`src/hdl/cbb_pkg.sv`:
```
`timescale 1ns / 1ps

package cbb_pkg;

    localparam int FRAC_BITS_DEF = 15;
    localparam int FIELD_W       = 16;
    localparam int NUM_CH        = 3;
    localparam int PADDR_W       = 3;

    localparam logic REG_IDX_ALPHA_MUL = 1'b0;

    typedef struct packed {
        logic [FIELD_W-1:0] mix_factor;
        logic [FIELD_W-1:0] base_red;
        logic [FIELD_W-1:0] base_green;
        logic [FIELD_W-1:0] base_blue;
        logic [FIELD_W-1:0] base_alpha;
        logic [FIELD_W-1:0] blend_red;
        logic [FIELD_W-1:0] blend_green;
        logic [FIELD_W-1:0] blend_blue;
        logic [FIELD_W-1:0] blend_alpha;
    } t_in;

    typedef struct packed {
        logic [FIELD_W-1:0] out_red;
        logic [FIELD_W-1:0] out_green;
        logic [FIELD_W-1:0] out_blue;
        logic [FIELD_W-1:0] out_alpha;
    } t_out;

endpackage

```
`src/hdl/cbb_div_step.sv`:
```
`timescale 1ns / 1ps

module cbb_div_step #(
    parameter int FRAC_BITS = cbb_pkg::FRAC_BITS_DEF
) (
    input  logic                                           i_clk,
    input  logic                                           i_en,
    input  logic [cbb_pkg::NUM_CH-1:0][FRAC_BITS:0]        i_d,
    input  logic [cbb_pkg::NUM_CH-1:0][FRAC_BITS-1:0]      i_rem,
    input  logic [cbb_pkg::NUM_CH-1:0][FRAC_BITS-1:0]      i_quot,
    input  logic [cbb_pkg::NUM_CH-1:0]                     i_zero,
    input  logic [cbb_pkg::FIELD_W-1:0]                    i_alpha,
    output logic [cbb_pkg::NUM_CH-1:0][FRAC_BITS:0]        o_d,
    output logic [cbb_pkg::NUM_CH-1:0][FRAC_BITS-1:0]      o_rem,
    output logic [cbb_pkg::NUM_CH-1:0][FRAC_BITS-1:0]      o_quot,
    output logic [cbb_pkg::NUM_CH-1:0]                     o_zero,
    output logic [cbb_pkg::FIELD_W-1:0]                    o_alpha
);
    import cbb_pkg::*;

    localparam int VW = FRAC_BITS + 1;

    logic [NUM_CH-1:0][VW-1:0]        w_rem2;
    logic [NUM_CH-1:0]                w_ge;
    logic [NUM_CH-1:0][VW-1:0]        w_diff;
    logic [NUM_CH-1:0][FRAC_BITS-1:0] n_rem;
    logic [NUM_CH-1:0][FRAC_BITS-1:0] n_quot;

    logic [NUM_CH-1:0][VW-1:0]        r_d;
    logic [NUM_CH-1:0][FRAC_BITS-1:0] r_rem;
    logic [NUM_CH-1:0][FRAC_BITS-1:0] r_quot;
    logic [NUM_CH-1:0]                r_zero;
    logic [FIELD_W-1:0]               r_alpha;

    // one restoring step: remainder stays below the divisor
    always_comb begin
        for (int c = 0; c < NUM_CH; c++) begin
            w_rem2[c] = {i_rem[c], 1'b0};
            w_ge[c]   = w_rem2[c] >= i_d[c];
            w_diff[c] = w_ge[c] ? (w_rem2[c] - i_d[c]) : w_rem2[c];
            n_rem[c]  = w_diff[c][FRAC_BITS-1:0];
            n_quot[c] = {i_quot[c][FRAC_BITS-2:0], w_ge[c]};
        end
    end

    always_ff @(posedge i_clk) begin
        if (i_en) begin
            r_d     <= i_d;
            r_rem   <= n_rem;
            r_quot  <= n_quot;
            r_zero  <= i_zero;
            r_alpha <= i_alpha;
        end
    end

    assign o_d     = r_d;
    assign o_rem   = r_rem;
    assign o_quot  = r_quot;
    assign o_zero  = r_zero;
    assign o_alpha = r_alpha;

endmodule

```
`config.mk`:
```
export PLATFORM = sky130hd
export DESIGN_NAME = cbb_div_step
export DESIGN_NICKNAME = d
export VERILOG_FILES = /design/src/hdl/cbb_pkg.sv /design/src/hdl/cbb_div_step.sv
export SDC_FILE = /design/constraint.sdc
export NUM_CORES = 1
export LEC_CHECK = 0
export ABC_AREA = 0
export BUFFER_PORTS_ARGS = -buffer_cell sky130_fd_sc_hd__buf_2
export CORE_ASPECT_RATIO = 0.8
export CORE_MARGIN = 3
export CORE_UTILIZATION = 40
export DETAILED_ROUTE_END_ITERATION = 8
export PLACE_DENSITY = 0.76
export RECOVER_POWER = 100
export SYNTH_ARGS = -nofsm -noshare
export SYNTH_HDL_FRONTEND = slang
export SYNTH_SLANG_ARGS = --single-unit
export TNS_END_PERCENT = 10
```
`constraint.sdc`:
```
create_clock -name i_clk -period 3.9 [get_ports i_clk]
set_input_delay 0.975 -clock i_clk [delete_from_list [all_inputs] [get_ports i_clk]]
set_output_delay 0.975 -clock i_clk [all_outputs]
set_load 0.05 [all_outputs]
```
==> run_results.csv, run 1 <==
group,metric,value,unit
logic_synthesis,ys_seq_area_share,63.0,%
die,die_w,159,µm
placed_design,hpwl,14.2,mm
job,drv_cap,2,
logic_synthesis,synth_area,0.00748,mm²
power,powerDensity,521,mW/mm²
die,die_y,128,µm
logic_synthesis,synth_cell_types,49,
logic_synthesis,synth_top_cell_by_area,"edfxtp_1",
clocking,path_clk_slew,0.07,ns
logic_synthesis,synthCells,556,
sta,finalSetupViolCount,0,
die,fp-row-count,44,
logic_synthesis,yosys-top-cells-count,"edfxtp_1, inv_1, ha_1",
detailed_routing,vias,5526,
critical_path,cp.required,4.06,ns
logic_synthesis,synth-compound-area-share,11.6,%
finish,area_growth,29.5,%
sta,slew_violations,106,
logic_synthesis,synth_xor_area_share,3.63,%
hold_path,holdCritPathClass,"input pin to flop",
outcome,violations,"max-capacitance violations, max-slew violations",
power,vdd_drop_max,302,µV
sta,rsz0062_at_grt,"no",
sta,whs,0.726,ns
placed_design,gp_congestion,0.857,
clocking,numCtsBuffers,17,
detailed_routing,viasPerCell,4.80,
critical_path,startpoint,"i_d[16]",
clocking,cts_resized,0,
sta,timing.final.crit_share,84.4,%
critical_path,cp.arrival,3.45,ns
hold_path,hp-start,"i_quot[42]",
detailed_routing,routed_wl,18.1,mm
logic_synthesis,ys.flop_type,"edfxtp_1",
critical_path,critPathCaptureType,"flop",
die,core,0.0182,mm²
logic_synthesis,yosysTopAreaCellShare,63.0,%
detailed_routing,drt_pass1_iterations,5,
logic_synthesis,synth.most_common_cell,"edfxtp_1",
logic_synthesis,async_reset_ff_share,0,%
clocking,cts_setup_buffers,0,
logic_synthesis,yosys.area_share.adder,8.83,%
clocking,cts_tree,"done",
finish,drive_gt1_share,19.8,%
logic_synthesis,yosys.area_share.simple,6.19,%
sta,finalHoldViolations,0,
placed_design,numPortBuffers,312,
grt,grt_max_degree,69,
grt,grt_first_pass_wirelength,27.3,mm
detailed_routing,antenna_left,0,
sta,fin_crit,3.29,ns
die,num_io_pins,316,
clocking,cts_buffer_depth,2,
detailed_routing,drt_iter0_drc,282,
logic_synthesis,ys_warn_count,0,
detailed_routing,drc,0,
sta,max_slew.worst_pin.slew,1.88,ns
clocking,cts_num_sinks,157,
finish,final_nets,1096,
die,die-area,0.0204,mm²
critical_path,criticalPathCategory,"input pin to flop",
logic_synthesis,synth_edf_count,157,
outcome,outcome,"finished, violations left",
grt,grt_antenna_before_repair,2,
finish,n_antenna_cell,0,
clocking,clock-root-buffer,"clkbuf_16",
die,initial_core_util,41.1,%
finish,n_fill_cell,1684,
logic_synthesis,ys_top_cells_by_area,"edfxtp_1, ha_1, inv_1",
sta,slew_headroom,-25.4,%
logic_synthesis,synth_top_family_by_area,"compound AO/OA/AOI/OAI gates",
critical_path,startpoint_type,"input pin",
clocking,htree_levels,4,
finish,seqCellArea,0.00471,mm²
logic_synthesis,syn_avg_cell_area,13.5,µm²
power,p_leak,3.92,nW
clocking,hold_buffers,0,
logic_synthesis,synthesis.nets,766,
grt,grt_usage,17.1,%
logic_synthesis,synth.area.mux_share,3.26,%
power,finalPower,5.05,mW
sta,tns,0,ns
finish,multi_input_comb_area,0.00247,mm²
detailed_routing,wl_per_cell,15.7,µm
grt,grt_pass1_vias,5243,
sta,timing.fmax,304,MHz
critical_path,crit_fanout,19,
logic_synthesis,ys_ff_latch,157,
grt,overflow,0,
[worst max-delay path, cell delays in order]
cell and delay [ns]:
clkbuf_1 0.17, inv_1 0.11, fa_1 0.46, a21o_1 0.22
a221oi_1 0.38, a21oi_1 0.24, o21ai_2 0.20, a22oi_2 0.28
mux2_1 0.41
[layer usage]
layer  vias to the layer above  wire length, µm  GRT usage, %
li1                       2731                -             -
met1                      2569             7910          21.7
met2                       203             8500          27.6
met3                        19             1360          6.08
met4                         4              276          5.82
met5                         -               23             0
[layout by cell type, fill, tap and decap left out, types with 3 or more instances in the layout]
cell,n
o21a_1,6
xnor2_1,23
clkbuf_16,17
a21boi_0,3
buf_4,3
inv_8,5
a21o_1,14
a211oi_1,6
buf_2,117
mux2_2,19
nand2b_1,6
inv_1,59
clkbuf_1,195
o31a_1,3
nand3b_1,4
nand3_1,5
xor2_1,8
ha_1,48
fa_1,3
a21oi_1,42
a31oi_1,5
clkinv_8,4
nor2_1,37
clkinv_4,4
o211ai_1,4
edfxtp_1,157
nand4_1,9
nor2b_1,3
o21ai_0,29
nand2_1,26
and2_1,3
[area by class of cell]
type,count,share of cell area [%]
Sequential cell,157,48.7
Multi-Input combinational cell,334,25.5
Timing Repair Buffer,317,14.0
Clock buffer,17,4.39
Tap cell,253,3.27
Inverter,59,2.29
Clock inverter,15,1.95
[sequential cells by signal, summed over array words and instances, names as in the netlist]
name	flops
o_quot	45
o_d	48
o_alpha	16
o_zero	3
o_rem	45
[where the power goes]
part	internal, mW	total (mW)	switching, mW
clock	0.879	1.68	0.800
combinational	0.322	1.27	0.951
sequential	2.05	2.09	0.0415
total	3.25	5.05	1.79
[per-stage QoR]
step	instance area, µm²	std cells	setup WS (ns)	util, %
2_1_floorplan	7480	556	0.807	-
3_3_place_gp	9380	1120	0.511	51.4
3_5_place_dp	9380	1120	0.465	51.4
4_1_cts	9990	1152	0.924	54.8
5_1_grt	9690	1152	0.378	53.2
6_report	9690	1152	0.608	53.2
[kinds of logic after synthesis]
kind of cell,Yosys count
DFF,157
AOI/OAI and AO/OA,132
and+or+nand+nor,99
buffers and inverters,65
adders and majority gates,51
xor gates and xnor gates,31
muxes,21
[worst paths after layout]
kind,end,cells after the start
hold / removal,o_quot[43],1
setup / recovery,o_rem[28],9
(Power assumes the default switching activity.)
==> run 2, diff against run 1 <==
--- a/config.mk
+++ b/config.mk
@@ -5,13 +5,13 @@
 export SDC_FILE = /design/constraint.sdc
 export NUM_CORES = 1
 export LEC_CHECK = 0
-export ABC_AREA = 0
+export ABC_AREA = 1
 export BUFFER_PORTS_ARGS = -buffer_cell sky130_fd_sc_hd__buf_2
 export CORE_ASPECT_RATIO = 0.8
 export CORE_MARGIN = 3
 export CORE_UTILIZATION = 40
 export DETAILED_ROUTE_END_ITERATION = 8
-export PLACE_DENSITY = 0.76
+export PLACE_DENSITY = 0.74
 export RECOVER_POWER = 100
 export SYNTH_ARGS = -nofsm -noshare
 export SYNTH_HDL_FRONTEND = slang
==> constraint.sdc (replaced) <==
create_clock -name i_clk -period 3.4 [get_ports i_clk]
set_input_delay 0.85 -clock i_clk [delete_from_list [all_inputs] [get_ports i_clk]]
set_output_delay 0.85 -clock i_clk [all_outputs]
set_load 0.05 [all_outputs]
==> run 2 against run 1 <==
  * Clock-buffer cell count unchanged
  * Critical endpoint is now o_rem[0]
  * Total power rose by 21%
  * Utilization fell by 0.72 points
  * Sequential cell count is the same
  * The flow still finishes with violations (max-capacitance violations, max-slew violations)
  * Final cell count increased by 29%
  * First-iteration DRC count up 85%
  * Critical path depth rose by 2
==> run_results.csv, run 2 <==
group,metric,value,unit
outcome,outcome,"finished, violations left",
outcome,violations,"max-capacitance violations, max-slew violations",
critical_path,crit_fanout,16,
logic_synthesis,ys.flop_type,"edfxtp_1",
logic_synthesis,ys_warn_count,0,
clocking,clock-root-buffer,"clkbuf_16",
logic_synthesis,synth_cell_types,25,
grt,met3_usage,6.03,%
detailed_routing,routed_wl,21.6,mm
logic_synthesis,synth_area,0.00832,mm²
logic_synthesis,ys_top_cells_by_area,"edfxtp_1, nand2_1, inv_1",
grt,grt_pass1_vias,6462,
finish,final_core_util,52.5,%
sta,tns,0,ns
clocking,numCtsBuffers,17,
clocking,cts_buffer_depth,2,
grt,grt_usage,18.5,%
detailed_routing,drc,0,
logic_synthesis,synth.most_common_cell,"nand2_1",
detailed_routing,wl_per_cell,14.6,µm
clocking,cts_setup_buffers,0,
logic_synthesis,yosys-top-cells-count,"nand2_1, inv_1, edfxtp_1",
detailed_routing,drt_iter0_drc,521,
placed_design,numPortBuffers,312,
grt,gr-usage-met1,24.1,%
grt,busiest_layer,"met2",
clocking,htree_levels,4,
placed_design,gp_congestion,0.885,
power,finalPower,6.09,mW
grt,grtUsageMet2,30.6,%
logic_synthesis,syn_avg_cell_area,9.48,µm²
finish,n_antenna_cell,0,
finish,largest_reg_flops,48,
grt,grt_first_pass_wirelength,33.4,mm
grt,overflow,0,
logic_synthesis,ys_ff_latch,157,
critical_path,startpoint,"i_d[0]",
finish,seqCellArea,0.00471,mm²
sta,max_slew.worst_pin.slew,1.55,ns
die,die_w,167,µm
sta,slew_violations,58,
power,p_leak,5.04,nW
detailed_routing,viasPerCell,4.73,
clocking,cts_resized,0,
logic_synthesis,yosysTopAreaCellShare,56.7,%
critical_path,critPathCaptureType,"flop",
detailed_routing,antenna_left,0,
logic_synthesis,async_reset_ff_share,0,%
job,drv_cap,1,
detailed_routing,drt_pass1_iterations,5,
clocking,path_clk_slew,0.07,ns
die,initial_core_util,41.4,%
finish,final_nets,1414,
grt,grt_antenna_before_repair,3,
power,powerDensity,578,mW/mm²
sta,finalHoldViolations,0,
finish,final_common_cell,"nand2_1",
hold_path,holdCritPathClass,"input pin to flop",
clocking,hold_buffers,0,
critical_path,cp.required,3.56,ns
sta,fin_crit,2.72,ns
critical_path,critPathCapture,"o_rem[0]",
finish,n_fill_cell,1912,
critical_path,criticalPathCategory,"input pin to flop",
critical_path,startpoint_type,"input pin",
die,die_y,135,µm
finish,area_growth,26.7,%
sta,finalSetupViolCount,0,
die,core,0.0201,mm²
logic_synthesis,ys_seq_area_share,56.7,%
logic_synthesis,synth_edf_count,157,
finish,drive_gt1_share,14.6,%
logic_synthesis,synthCells,877,
sta,rsz0062_at_grt,"no",
die,die-area,0.0226,mm²
clocking,cts_tree,"done",
die,num_io_pins,316,
sta,timing.final.crit_share,80.1,%
power,vdd_drop_max,308,µV
placed_design,hpwl,16.9,mm
logic_synthesis,synth_top_cell_by_area,"edfxtp_1",
sta,slew_headroom,-3.04,%
finish,final_cell_mix,"nand2_1, clkbuf_1, inv_1",
detailed_routing,vias,7003,
logic_synthesis,synthesis.nets,1087,
sta,timing.fmax,367,MHz
die,fp-row-count,46,
finish,multi_input_comb_area,0.00287,mm²
clocking,cts_num_sinks,157,
critical_path,cp.arrival,2.89,ns
grt,grt_max_degree,67,
-- run 2: cells by family (layout without fill, tap and decap cells) --
kind of cell / Yosys count / count (layout) / synth area share [%]
adders and majority gates: 51 / 51 / 7.94
and+or+nand+nor: 450 / 450 / 23.2
xor gates and xnor gates: 15 / 15 / 1.58
AOI/OAI and AO/OA: 33 / 33 / 2.26
DFF: 157 / 157 / 56.7
buffers and inverters: 171 / 511 / 8.28
-- run 2: cell type report --
class                   count  share of cell area, %
repair buffers            314                   12.8
clock inverters            15                   2.16
well taps                 264                   3.14
multi-input cells         549                   27.2
flip-flops and latches    157                   44.7
inverters                 165                   5.93
clock buffers              17                   4.04
-- run 2: worst max-delay path: stages --
cell	delay, ns
clkbuf_1	0.10
inv_1	0.14
fa_1	0.45
nand2_1	0.12
nand2_1	0.10
nand3_2	0.09
nand3_1	0.09
nand2_1	0.07
nand2_1	0.37
inv_2	0.42
nor2_1	0.08
-- run 2: routing by layer --
layer  vias up  wire (µm)
met2       277      10200
met4         6        149
met5         -         41
met1      3213       9260
li1       3487          -
met3        20       1940
-- run 2: power by group --
group          internal, mW  switching, mW  total, mW
logic                 0.345           1.22       1.57
registers              2.36         0.0511       2.41
clock network          1.26          0.846       2.11
-- run 2: worst min path at each step --
stage / start / endpoint / slack (ns) / depth (start not counted)
6_report: i_alpha[0] / o_alpha[0] / 0.60 / 1
3_3_place_gp: i_quot[15] / o_quot[16] / 1.03 / 1
3_5_place_dp: i_alpha[3] / o_alpha[3] / 1.03 / 1
5_1_grt: i_alpha[0] / o_alpha[0] / 0.58 / 1
2_1_floorplan: i_alpha[0] / o_alpha[0] / 0.95 / 0
4_1_cts: i_quot[34] / o_quot[35] / 0.58 / 1
-- run 2: per-stage QoR --
| step | hold WS (ns) | instances | setup WS (ns) | instance area [µm²] |
|---|---|---|---|---|
| 2_1_floorplan | 0.949 | 877 | 1.04 | 8320 |
| 3_3_place_gp | 1.03 | 1449 | 0.650 | 10200 |
| 3_5_place_dp | 1.03 | 1449 | 0.635 | 10200 |
| 4_1_cts | 0.579 | 1481 | 1.08 | 10800 |
| 5_1_grt | 0.578 | 1481 | 0.476 | 10500 |
| 6_report | 0.604 | 1481 | 0.676 | 10500 |
==> run 3, diff against run 2 <==
--- a/config.mk
+++ b/config.mk
@@ -11,7 +11,7 @@
 export CORE_MARGIN = 3
 export CORE_UTILIZATION = 40
 export DETAILED_ROUTE_END_ITERATION = 8
-export PLACE_DENSITY = 0.74
+export PLACE_DENSITY = 0.77
 export RECOVER_POWER = 100
 export SYNTH_ARGS = -nofsm -noshare
 export SYNTH_HDL_FRONTEND = slang
==> constraint.sdc (replaced) <==
create_clock -name i_clk -period 2.2 [get_ports i_clk]
set_input_delay 0.55 -clock i_clk [delete_from_list [all_inputs] [get_ports i_clk]]
set_output_delay 0.55 -clock i_clk [all_outputs]
set_load 0.05 [all_outputs]
==> run 3 against run 2 <==
  * The flow now finishes without violations
  * Critical path depth is 1 higher
  * Worst hold slack worse by 0.31 ns
  * Sequential cell count stayed put
  * Clock power is 42% higher
  * Combinational power is 66% higher
  * Non-clock buffer count is 73 higher
  * Final cell count is 4.9% higher
  * Die area stayed put
  * First-iteration DRC count is 7.9% lower
  * Total power is 53% higher
  * Highest routed layer unchanged
==> run_results.csv, run 3 (synthesized netlist as in run 2, its figures left out) <==
group,metric,value,unit
critical_path,path_cells,"clkbuf_1, inv_1, ha_1, nand2_2, inv_1, a21oi_2, nor2_1, nor2_2, nand2_4, inv_2, nand2_1, nand2_1",
power,swShare,37.1,%
detailed_routing,viasPerCell,4.58,
die,initial_core_util,41.4,%
critical_path,cp.required,2.50,ns
grt,grt_antenna_before_repair,1,
sta,fin_crit,1.95,ns
finish,final_core_util,55.1,%
grt,overflow,0,
die,core,0.0201,mm²
hold_path,holdCritPathClass,"input pin to flop",
finish,n_antenna_cell,0,
sta,timing.fmax,512,MHz
die,fp-row-count,46,
critical_path,critPathCapture,"o_rem[43]",
finish,final_cell_mix,"nand2_1, clkbuf_1, inv_1",
critical_path,criticalPathCategory,"input pin to flop",
finish,final_common_cell,"nand2_1",
clocking,cts_buffer_depth,2,
critical_path,max_stage_delay,0.35,ns
clocking,clock-root-buffer,"clkbuf_16",
sta,finalSetupViolCount,0,
critical_path,startpoint,"i_d[43]",
clocking,path_clk_slew,0.08,ns
clocking,hold_buffers,0,
sta,tns,0,ns
finish,largest_reg_flops,48,
critical_path,cp.arrival,2.26,ns
die,die_w,167,µm
sta,timing.final.crit_share,88.8,%
clocking,htree_levels,4,
detailed_routing,drt_pass1_iterations,5,
power,vdd_drop_max,421,µV
grt,met3_usage,5.03,%
finish,area_growth,33.1,%
grt,grtUsageMet2,32.1,%
grt,grt_max_degree,47,
detailed_routing,vias,7116,
grt,grt_usage,19.3,%
critical_path,critPathCaptureType,"flop",
die,die_y,135,µm
clocking,cts_tree,"done",
power,p_sw,3.45,mW
power,powerDensity,842,mW/mm²
die,die-area,0.0226,mm²
detailed_routing,wl_per_cell,14.3,µm
sta,max_slew.worst_pin.slew,1.35,ns
sta,slew_violations,0,
sta,finalHoldViolations,0,
grt,grt_first_pass_wirelength,34.8,mm
detailed_routing,drc,0,
grt,grt_pass1_vias,7065,
critical_path,crit_fanout,16,
detailed_routing,routed_wl,22.2,mm
clocking,cts_num_sinks,157,
placed_design,numPortBuffers,312,
power,internal-power,5.86,mW
detailed_routing,drt_iter0_drc,480,
finish,n_fill_cell,1912,
critical_path,crit_slowest_cell,"ha_1",
clocking,numCtsBuffers,17,
die,num_io_pins,316,
critical_path,startpoint_type,"input pin",
finish,drive_gt1_share,19.8,%
outcome,outcome,"finished, final reports clean",
placed_design,gp_congestion,0.866,
power,clkPwrFrac,32.1,%
sta,slew_headroom,9.68,%
finish,final_nets,1487,
clocking,cts_setup_buffers,0,
power,power_frac_seq,39.9,%
placed_design,hpwl,17.7,mm
sta,rsz0062_at_grt,"no",
job,drv_cap,0,
clocking,cts_resized,0,
power,p_leak,5.37,nW
power,comb_power_share,28.0,%
grt,busiest_layer,"met2",
grt,gr-usage-met1,24.9,%
detailed_routing,antenna_left,0,
==> run 3: area by class of cell <==
| cell class | count | area (µm²) | area share (%) |
|---|---|---|---|
| Sequential cell | 157 | 4710 | 42.6 |
| Timing Repair Buffer | 387 | 1890 | 17.1 |
| Inverter | 165 | 622 | 5.62 |
| Tap cell | 264 | 330 | 2.98 |
| Multi-Input combinational cell | 549 | 2890 | 26.1 |
| Clock inverter | 15 | 188 | 1.70 |
| Clock buffer | 17 | 425 | 3.84 |
==> run 3: layer usage <==
metal	vias up	wire [µm]
met2	243	10200
met1	3208	9910
met5	-	13
met4	2	464
met3	36	1590
li1	3627	-
==> run 3: how the worst min path moves through the flow <==
stage	startpoint	to	cells after the start
after CTS	i_alpha[12]	o_alpha[12]	1
after detailed placement	i_alpha[12]	o_alpha[12]	1
final	i_alpha[12]	o_alpha[12]	1
after floorplan	i_alpha[0]	o_alpha[0]	0
after global routing	i_quot[36]	o_quot[37]	1
after global placement	i_quot[37]	o_quot[38]	1
==> run 3: per-stage QoR <==
step                hold WS [ns]  total power, mW  cells  instance area, µm²  setup WS (ns)
floorplan                  0.649             5.62    877                8320          0.138
finish                     0.291             9.31   1554               11100          0.245
CTS                        0.270             9.49   1554               11400          0.339
global route               0.267             9.75   1554               11100          0.104
detailed placement         0.728             6.48   1522               10800         -0.115
global placement           0.727             6.44   1522               10800        -0.0783
==> run 3: power groups by stage <==
stage	sequential [mW]	clock [mW]	combinational, mW
2_1_floorplan	4.81	0	0.814
6_report	3.72	2.99	2.60
3_3_place_gp	3.76	0	2.68
3_5_place_dp	3.77	0	2.71
5_1_grt	3.75	3.19	2.81
4_1_cts	3.71	3.06	2.72
==> run 3: worst max-delay path, delay by kind of cell <==
family / cells / cell delay, ns
simple gates: 6 / 0.66
compound gates: 1 / 0.16
fa+ha+maj: 1 / 0.35
buf+inv: 4 / 0.52
